<file path="config.mk">
export PLATFORM = sky130hd
export DESIGN_NAME = haptic_pulse_pattern_sequencer
export DESIGN_NICKNAME = d
export VERILOG_FILES = /design/src/design/hpps_pkg.sv /design/src/design/haptic_pulse_pattern_sequencer.sv /design/src/design/hpps_step.sv
export SDC_FILE = /design/constraint.sdc
export NUM_CORES = 1
export LEC_CHECK = 0
export BUFFER_PORTS_ARGS = -buffer_cell sky130_fd_sc_hd__buf_2
export CAP_MARGIN = 10
export CORE_MARGIN = 3
export CORE_UTILIZATION = 50
export CTS_CLUSTER_SIZE = 12
export DETAILED_ROUTE_END_ITERATION = 12
export PLACE_DENSITY = 0.73
export SLEW_MARGIN = 0
export SYNTH_ARGS = -nofsm -noshare
export SYNTH_HDL_FRONTEND = slang
export SYNTH_SLANG_ARGS = --single-unit
</file>
<file path="constraint.sdc">
create_clock -name clk_i -period 2.19 [get_ports clk_i]
set_clock_uncertainty 0.1 [all_clocks]
set_input_delay 0.5475 -clock clk_i [delete_from_list [all_inputs] [get_ports clk_i]]
set_output_delay 0.5475 -clock clk_i [all_outputs]
set_load 0.005 [all_outputs]
</file>
<file path="src/design/hpps_pkg.sv">
// shared types, pattern lengths and lookup functions for the haptic pulse sequencer
package hpps_pkg;

  parameter int unsigned GapCounterWidth = 16;
  parameter int unsigned ThrWidth        = 16;
  parameter int unsigned MsWidth         = 10;
  parameter int unsigned CmpWidth        = 32;

  parameter logic [ThrWidth-1:0] ThrReset = 16'd151;

  parameter logic [MsWidth-1:0] LenAutoOn    = 10'd100;
  parameter logic [MsWidth-1:0] LenMicroOn   = 10'd50;
  parameter logic [MsWidth-1:0] LenMicroOff  = 10'd20;
  parameter logic [MsWidth-1:0] LenShortOn   = 10'd120;
  parameter logic [MsWidth-1:0] LenLongOn    = 10'd1000;
  parameter logic [MsWidth-1:0] LenDblOn0    = 10'd200;
  parameter logic [MsWidth-1:0] LenDblOff0   = 10'd100;
  parameter logic [MsWidth-1:0] LenDblOn1    = 10'd400;

  typedef enum logic {
    ReqTick    = 1'b0,
    ReqCommand = 1'b1
  } req_e;

  // pattern codes; auto resolves to micro or the plain 100 ms pattern
  typedef enum logic [2:0] {
    PatAuto   = 3'd0,
    PatMicro  = 3'd1,
    PatShort  = 3'd2,
    PatLong   = 3'd3,
    PatDouble = 3'd4
  } pat_e;

  typedef struct packed {
    logic                       playing;
    pat_e                       pattern;
    logic                       seg;
    logic                       off_phase;
    logic [MsWidth-1:0]         ms_rem;
    logic [GapCounterWidth-1:0] gap;
    logic                       seen;
  } seq_state_t;

  typedef struct packed {
    logic motor_on;
    logic busy;
    logic dropped;
  } seq_result_t;

  function automatic logic [MsWidth-1:0] on_len(pat_e pat, logic seg);
    logic [MsWidth-1:0] len;
    case (pat)
      PatAuto:   len = LenAutoOn;
      PatMicro:  len = LenMicroOn;
      PatShort:  len = LenShortOn;
      PatLong:   len = LenLongOn;
      PatDouble: len = seg ? LenDblOn1 : LenDblOn0;
      default:   len = '0;
    endcase
    return len;
  endfunction

  function automatic logic [MsWidth-1:0] off_len(pat_e pat, logic seg);
    logic [MsWidth-1:0] len;
    len = '0;
    if (!seg && pat == PatMicro) len = LenMicroOff;
    if (!seg && pat == PatDouble) len = LenDblOff0;
    return len;
  endfunction

endpackage

</file>
<file path="src/design/haptic_pulse_pattern_sequencer.sv">
// top level of the haptic pulse pattern sequencer: state and result registers
// usage:
//   input channel (in_valid_i / in_ready_o) carries one request per transfer:
//   req_type_i = 0 is a one millisecond tick, 1 is a pulse command whose
//   pulse_kind_i selects auto, micro, short, long or double (5..7 only restart
//   the gap timer). each accepted request yields exactly one result transfer on
//   the output channel (out_valid_o / out_ready_i) with motor_on_o, busy_res_o
//   and dropped_o. commands arriving while a pattern plays are dropped and flagged.
//   the result is registered and is valid the cycle after the input transfer.
//   one request per cycle; the sequencer state and a single result
//   register are updated in the same cycle, so in_ready_o stays high as long
//   as the result register is empty or being drained in that cycle.
//   when the receiver stalls, the pending result holds and in_ready_o drops
//   until it is taken; nothing is lost.
//   cfg_we_i / cfg_wdata_i write the auto gap threshold; write only
//   while no result is pending.
//   reset (rst_ni low, async): no pattern playing, gap counter zero, no
//   command seen, threshold back to 151 ms, output channel empty.
module haptic_pulse_pattern_sequencer (
  input  logic                           clk_i,
  input  logic                           rst_ni,
  // configuration write
  input  logic                           cfg_we_i,
  input  logic [hpps_pkg::ThrWidth-1:0]  cfg_wdata_i,
  // request channel
  input  logic                           in_valid_i,
  output logic                           in_ready_o,
  input  logic                           req_type_i,
  input  logic [2:0]                     pulse_kind_i,
  // result channel
  output logic                           out_valid_o,
  input  logic                           out_ready_i,
  output logic                           motor_on_o,
  output logic                           busy_res_o,
  output logic                           dropped_o
);

  hpps_pkg::seq_state_t          state_q, state_d;
  hpps_pkg::seq_result_t         result_q, result_d;
  logic [hpps_pkg::ThrWidth-1:0] thr_q;
  logic                          out_valid_q;
  logic                          in_xfer;

  // result register is free when empty or drained this cycle
  assign in_ready_o = !out_valid_q || out_ready_i;
  assign in_xfer    = in_valid_i && in_ready_o;

  hpps_step u_step (
    .state_i      (state_q),
    .req_type_i   (req_type_i),
    .pulse_kind_i (pulse_kind_i),
    .threshold_i  (thr_q),
    .state_o      (state_d),
    .result_o     (result_d)
  );

  // threshold register
  always_ff @(posedge clk_i or negedge rst_ni) begin
    if (!rst_ni) begin
      thr_q <= hpps_pkg::ThrReset;
    end else if (cfg_we_i) begin
      thr_q <= cfg_wdata_i;
    end
  end

  // sequencer state advances only on an input transfer
  always_ff @(posedge clk_i or negedge rst_ni) begin
    if (!rst_ni) begin
      state_q <= '0;
    end else if (in_xfer) begin
      state_q <= state_d;
    end
  end

  // output valid flag
  always_ff @(posedge clk_i or negedge rst_ni) begin
    if (!rst_ni) begin
      out_valid_q <= 1'b0;
    end else if (in_xfer) begin
      out_valid_q <= 1'b1;
    end else if (out_ready_i) begin
      out_valid_q <= 1'b0;
    end
  end

  // result payload, no reset needed
  always_ff @(posedge clk_i) begin
    if (in_xfer) begin
      result_q <= result_d;
    end
  end

  assign out_valid_o = out_valid_q;
  assign motor_on_o  = result_q.motor_on;
  assign busy_res_o  = result_q.busy;
  assign dropped_o   = result_q.dropped;

endmodule

</file>
<file path="src/design/hpps_step.sv">
// next-state and result logic for one tick or command
module hpps_step (
  input  hpps_pkg::seq_state_t             state_i,
  input  logic                             req_type_i,
  input  logic [2:0]                       pulse_kind_i,
  input  logic [hpps_pkg::ThrWidth-1:0]    threshold_i,
  output hpps_pkg::seq_state_t             state_o,
  output hpps_pkg::seq_result_t            result_o
);

  logic [hpps_pkg::GapCounterWidth-1:0] gap_seen;
  logic [hpps_pkg::MsWidth-1:0]         off_cur;
  logic                                 dropped;
  logic                                 gap_below;

  assign off_cur  = hpps_pkg::off_len(state_i.pattern, state_i.seg);
  assign gap_seen = state_i.seen ? state_i.gap : '0;
  assign gap_below = hpps_pkg::CmpWidth'(gap_seen) < hpps_pkg::CmpWidth'(threshold_i);

  always_comb begin
    state_o = state_i;
    dropped = 1'b0;
    if (req_type_i == hpps_pkg::ReqTick) begin
      if (state_i.gap != '1) state_o.gap = state_i.gap + 1'b1;
      if (state_i.playing) begin
        if (state_i.ms_rem > hpps_pkg::MsWidth'(1)) begin
          state_o.ms_rem = state_i.ms_rem - 1'b1;
        end else if (!state_i.off_phase && off_cur != '0) begin
          state_o.off_phase = 1'b1;
          state_o.ms_rem    = off_cur;
        end else if (!state_i.seg && state_i.pattern == hpps_pkg::PatDouble) begin
          state_o.seg       = 1'b1;
          state_o.off_phase = 1'b0;
          state_o.ms_rem    = hpps_pkg::on_len(state_i.pattern, 1'b1);
        end else begin
          state_o.playing   = 1'b0;
          state_o.off_phase = 1'b0;
          state_o.seg       = 1'b0;
          state_o.ms_rem    = '0;
        end
      end
    end else if (state_i.playing) begin
      dropped = 1'b1;
    end else begin
      state_o.seen = 1'b1;
      state_o.gap  = '0;
      if (pulse_kind_i <= 3'(hpps_pkg::PatDouble)) begin
        if (pulse_kind_i == 3'(hpps_pkg::PatAuto)) begin
          state_o.pattern = gap_below ? hpps_pkg::PatMicro : hpps_pkg::PatAuto;
        end else begin
          state_o.pattern = hpps_pkg::pat_e'(pulse_kind_i);
        end
        state_o.playing   = 1'b1;
        state_o.seg       = 1'b0;
        state_o.off_phase = 1'b0;
        state_o.ms_rem    = hpps_pkg::on_len(state_o.pattern, 1'b0);
      end
    end
  end

  assign result_o.motor_on = state_o.playing && !state_o.off_phase;
  assign result_o.busy     = state_o.playing;
  assign result_o.dropped  = dropped;

endmodule

</file>
==> results.md <==
- LEAKAGE: 1.79 nW
- Cell area after synthesis: 3290 um2
- Filler cell count: 501
- CTS tree: yes
- Avg Cell Area, Syn: 8.73 um2
- Proportion of total power due to net switching: 37.6%
- Fin nets: 484
- Total of max-cap violations: 0
- Arithmetic-cell share of the synthesized area counting full adders, half adders and majority gates: 6.84%
- Nature of the critical path endpoint: flop
- Setup slack of the critical path after layout: -0.0307 ns
- Area fraction of the dominant cell type after synthesis: 34.2%
- Initial core utilization: 53.7%
- Crit Reg-Reg Startpoint: state_q[0]$_DFFE_PN0P_
- Async set-or-reset flop fraction in the synthesized netlist: 94.3%
- Critical path type: reg -> reg
- Ys Warns: 0
- Compound-cell area share of the yosys netlist: 18.6%
- Synth top area cells: sky130_fd_sc_hd__dfrtp_1, sky130_fd_sc_hd__ha_1, sky130_fd_sc_hd__o21ai_0, sky130_fd_sc_hd__nand2_1, sky130_fd_sc_hd__dfstp_2
- Synthesized instance count: 377
- Peak supply drop: 0.745 mV
- Peak per-stage delay on the critical path: 0.46 ns
- Main combinational cell family by area after synthesis: simple AND/OR/NAND/NOR gates
- Clock insertion delay at the later pin of the skew report: 0.31 ns
- Total of flip-flops plus latches after synthesis: 53
- Sequential share of power: 37.0%
- Total via count in the routed design: 2996
- Area share of and/or/nand/nor cells after synthesis: 24.4%
- Crit path DAT: 2.32 ns
- Quantity of hold-fixing buffers added after cts: 0
- Fraction of synthesized area in multiplexers: 1.44%
- Pin count of the biggest net entering global routing: 51
- Sequence of cells on the critical path: buf_6 -> and2_1 -> ha_1 -> o21ai_1 -> a21oi_1 -> a221oi_2 -> nand4_1 -> a221o_1
- All-layer global routing usage: 21.5%
- Commonest cells post-synth: sky130_fd_sc_hd__dfrtp_1, sky130_fd_sc_hd__nand2_1, sky130_fd_sc_hd__o21ai_0
- Final setup violating endpoints: 1
- Starting DRT DRC Count: 234
- Global route total overflow: 0
- Area of the die: 7590 um2
- Clock edge transition at the registers on the reported setup and hold paths: 0.09 ns
- Maximum clock frequency: 450 MHz
- Maximum net fanout on the critical path: 6
- Average vias per placed instance: 5.79
- Half-perimeter wire length of the detailed placement result: 5.71 mm
- GP Congestion: 0.904
- Cell area power density: 948 nW/um2
- Max Buffers Root-to-Sink: 2
- Synth unique cells: 55
- Setup tns final: -0.0307 ns
- Total CTS buffers: 5
- Clock group share of total power: 15.7%
- Setup repair after global routing missed its margin: true
- Classification of the worst-slack hold path: in -> async
- Number of flops mapped to enable cells by yosys: 3
- Leading cell type by number of instances after synthesis: sky130_fd_sc_hd__dfrtp_1
- Initial DRT Pass Iterations: 5
- Final Cycle Share: 101%
- Beginning of the critical path: state_q[0]$_DFFE_PN0P_
- Buffer cell driving the clock tree root: sky130_fd_sc_hd__clkbuf_8
- Residual DRC: 0
- Startpoint Class: flop
- Relative slew slack: 58.1%
- Critical path buffer and inverter count: 1
- Number of nets in the synthesized netlist: 420
- Vias in the first global route: 2812
- Required time of the worst setup path: 2.29 ns
- Fraction of layout cells with a size suffix above 1: 28.1%
- Vertical die dimension: 87.1 um
- Number of I/O pins: 30
- XOR/XNOR Fraction of Synth Area: 2.40%
- Sequential cell area: 1350 um2
- Final ANT Viol Nets: 0
- Final worst path period need: 2.22 ns
- Top Family by Delay on Critical Path: compound AO/OA/AOI/OAI gates
- Combinational Power Share: 47.3%
- Clock Sink Count: 53
- Most used flip-flop cell after synthesis: sky130_fd_sc_hd__dfrtp_1
- Total Wirelength: 7.82 mm
- Initial antenna violation count: 0
- Final max-slew violation count: 0
- Antenna cells: 0
- Largest area contributor in the netlist: sky130_fd_sc_hd__dfrtp_1
- Post-synthesis to final-layout area growth: 23.5%
- Hold Vio Cnt, Final: 0
- Proportion of synthesized chip area in sequential cells: 41.0%
- Internal cell power: 2.41 mW
- Max H-tree Level: 2
- Total chip power: 3.85 mW
- WL/cell: 15.1 um
- Quantity of I/O buffers inserted on ports: 29
- Wire length of the first global-routing pass: 13.0 mm
- Violations in the final reports: setup timing
- Transition at the pin with the smallest max-transition slack: 0.623 ns
- Run status: complete, but fails checks
- Cell type of the slowest stage on the worst timing path: sky130_fd_sc_hd__dfrtp_2
- Area taken by multi-input logic gates: 1910 um2
- Core Area: 6130 um2
- # rows: 28
- Utilization after layout: 66.3%
- Die width: 87.1 um
- Switching power summed over all nets: 1.45 mW
## through the flow
step                      cells  hold WS, ns  cell area (um2)  setup WS, ns
after floorplan             377        0.152             3310       -0.0305
after global placement      506        0.406             3800      -0.00836
after detailed placement    506        0.419             3800        -0.115
after CTS                   516        0.124             3980       -0.0704
after global routing        517        0.128             4060        -0.136
final                       517        0.114             4060       -0.0307
## per-layer routing
layer  part of all wire [%]  up-vias  global-route usage [%]
li1                       -     1478                       -
met1                     49     1414                    31.1
met2                     45       90                    32.7
met3                    5.3       14                    4.35
met4                    1.4        0                    6.14
met5                      0        -                       0
## path summary, 6_finish.rpt
| path | endpoint | slack [ns] | depth (start not counted) |
|---|---|---|---|
| max | state_q[23]$_DFFE_PN0P_ | -0.03 | 8 |
| min | thr_q[13]$_DFFE_PN0P_ | 0.11 | 2 |
| max reg2reg | state_q[23]$_DFFE_PN0P_ | -0.03 | 8 |
| min reg2reg | thr_q[2]$_DFFE_PN1P_ | 0.42 | 2 |
| max in group asynchronous | thr_q[0]$_DFFE_PN1P_ | 1.59 | 2 |
| min in group clk_i | thr_q[12]$_DFFE_PN0P_ | 0.34 | 3 |
## cells in the final DEF (no fill, tap or decap), types with 3 or more instances in the layout
master	synthesis	routed
sky130_fd_sc_hd__a31oi_1	3	3
sky130_fd_sc_hd__ha_1	18	12
sky130_fd_sc_hd__or3_1	7	5
sky130_fd_sc_hd__clkbuf_8	0	7
sky130_fd_sc_hd__o21ai_1	1	3
sky130_fd_sc_hd__nand4_1	7	7
sky130_fd_sc_hd__nor2_1	24	22
sky130_fd_sc_hd__a21oi_1	21	19
sky130_fd_sc_hd__a221o_1	3	3
sky130_fd_sc_hd__o21a_1	3	3
sky130_fd_sc_hd__o31ai_1	4	3
sky130_fd_sc_hd__or2_2	3	3
sky130_fd_sc_hd__and2_1	17	16
sky130_fd_sc_hd__a211oi_1	6	5
sky130_fd_sc_hd__xnor2_1	8	8
sky130_fd_sc_hd__nor3_1	9	8
sky130_fd_sc_hd__nor2b_1	4	4
sky130_fd_sc_hd__nor4_1	7	6
sky130_fd_sc_hd__buf_4	0	44
sky130_fd_sc_hd__ha_4	0	5
sky130_fd_sc_hd__inv_1	25	23
sky130_fd_sc_hd__dfrtp_1	45	44
sky130_fd_sc_hd__edfxtp_1	3	3
sky130_fd_sc_hd__nand2_1	39	39
sky130_fd_sc_hd__o21ai_0	36	33
sky130_fd_sc_hd__and3_1	3	3
sky130_fd_sc_hd__or4_1	5	4
sky130_fd_sc_hd__buf_2	3	29
sky130_fd_sc_hd__o211ai_1	3	3
sky130_fd_sc_hd__nand2b_1	5	5
sky130_fd_sc_hd__dfstp_2	5	5
sky130_fd_sc_hd__nand3_1	12	12
## power groups by stage
stage	clock network [mW]	registers [mW]	logic, mW
after global routing	0.679	1.46	2.02
final	0.605	1.42	1.82
after global placement	0	1.42	1.51
after CTS	0.626	1.41	1.64
after floorplan	0	1.40	1.08
after detailed placement	0	1.44	1.55
## worst reg2reg max path: stages (launching register included)
cell	delay [ns]
sky130_fd_sc_hd__dfrtp_2	0.46
sky130_fd_sc_hd__buf_6	0.13
sky130_fd_sc_hd__and2_1	0.14
sky130_fd_sc_hd__ha_1	0.29
sky130_fd_sc_hd__o21ai_1	0.14
sky130_fd_sc_hd__a21oi_1	0.10
sky130_fd_sc_hd__a221oi_2	0.28
sky130_fd_sc_hd__nand4_1	0.17
sky130_fd_sc_hd__a221o_1	0.32
## final cells by class
cell class                 count  area share, %
clock inverter                 1          0.123
timing repair buffer          76           12.7
inverter                      25           2.31
multi-input combinational    280           47.0
sequential                    53           33.2
tap                           75           2.31
clock buffer                   7           2.37
## repair_timing
action	CTS	global route
endpoints found under the hold margin	0	0
setup endpoints to repair	5	11
resized for setup	16	18
pin swaps	7	9
setup buffers	2	1
## registers in the layout, indices dropped and copies added, names as in the netlist
name / count
motor_on_o: 1
out_valid_o: 1
state_q: 33
dropped_o: 1
thr_q: 16
busy_res_o: 1
## logic make-up after synthesis
family / after synthesis
adder cells (fa/ha/maj): 18
flip-flops: 53
buffers and inverters: 44
multiplexers: 4
AO/OA/AOI/OAI: 96
XOR/XNOR: 9
AND/OR/NAND/NOR: 153
Note: power is estimated with default switching activity, not from simulation.
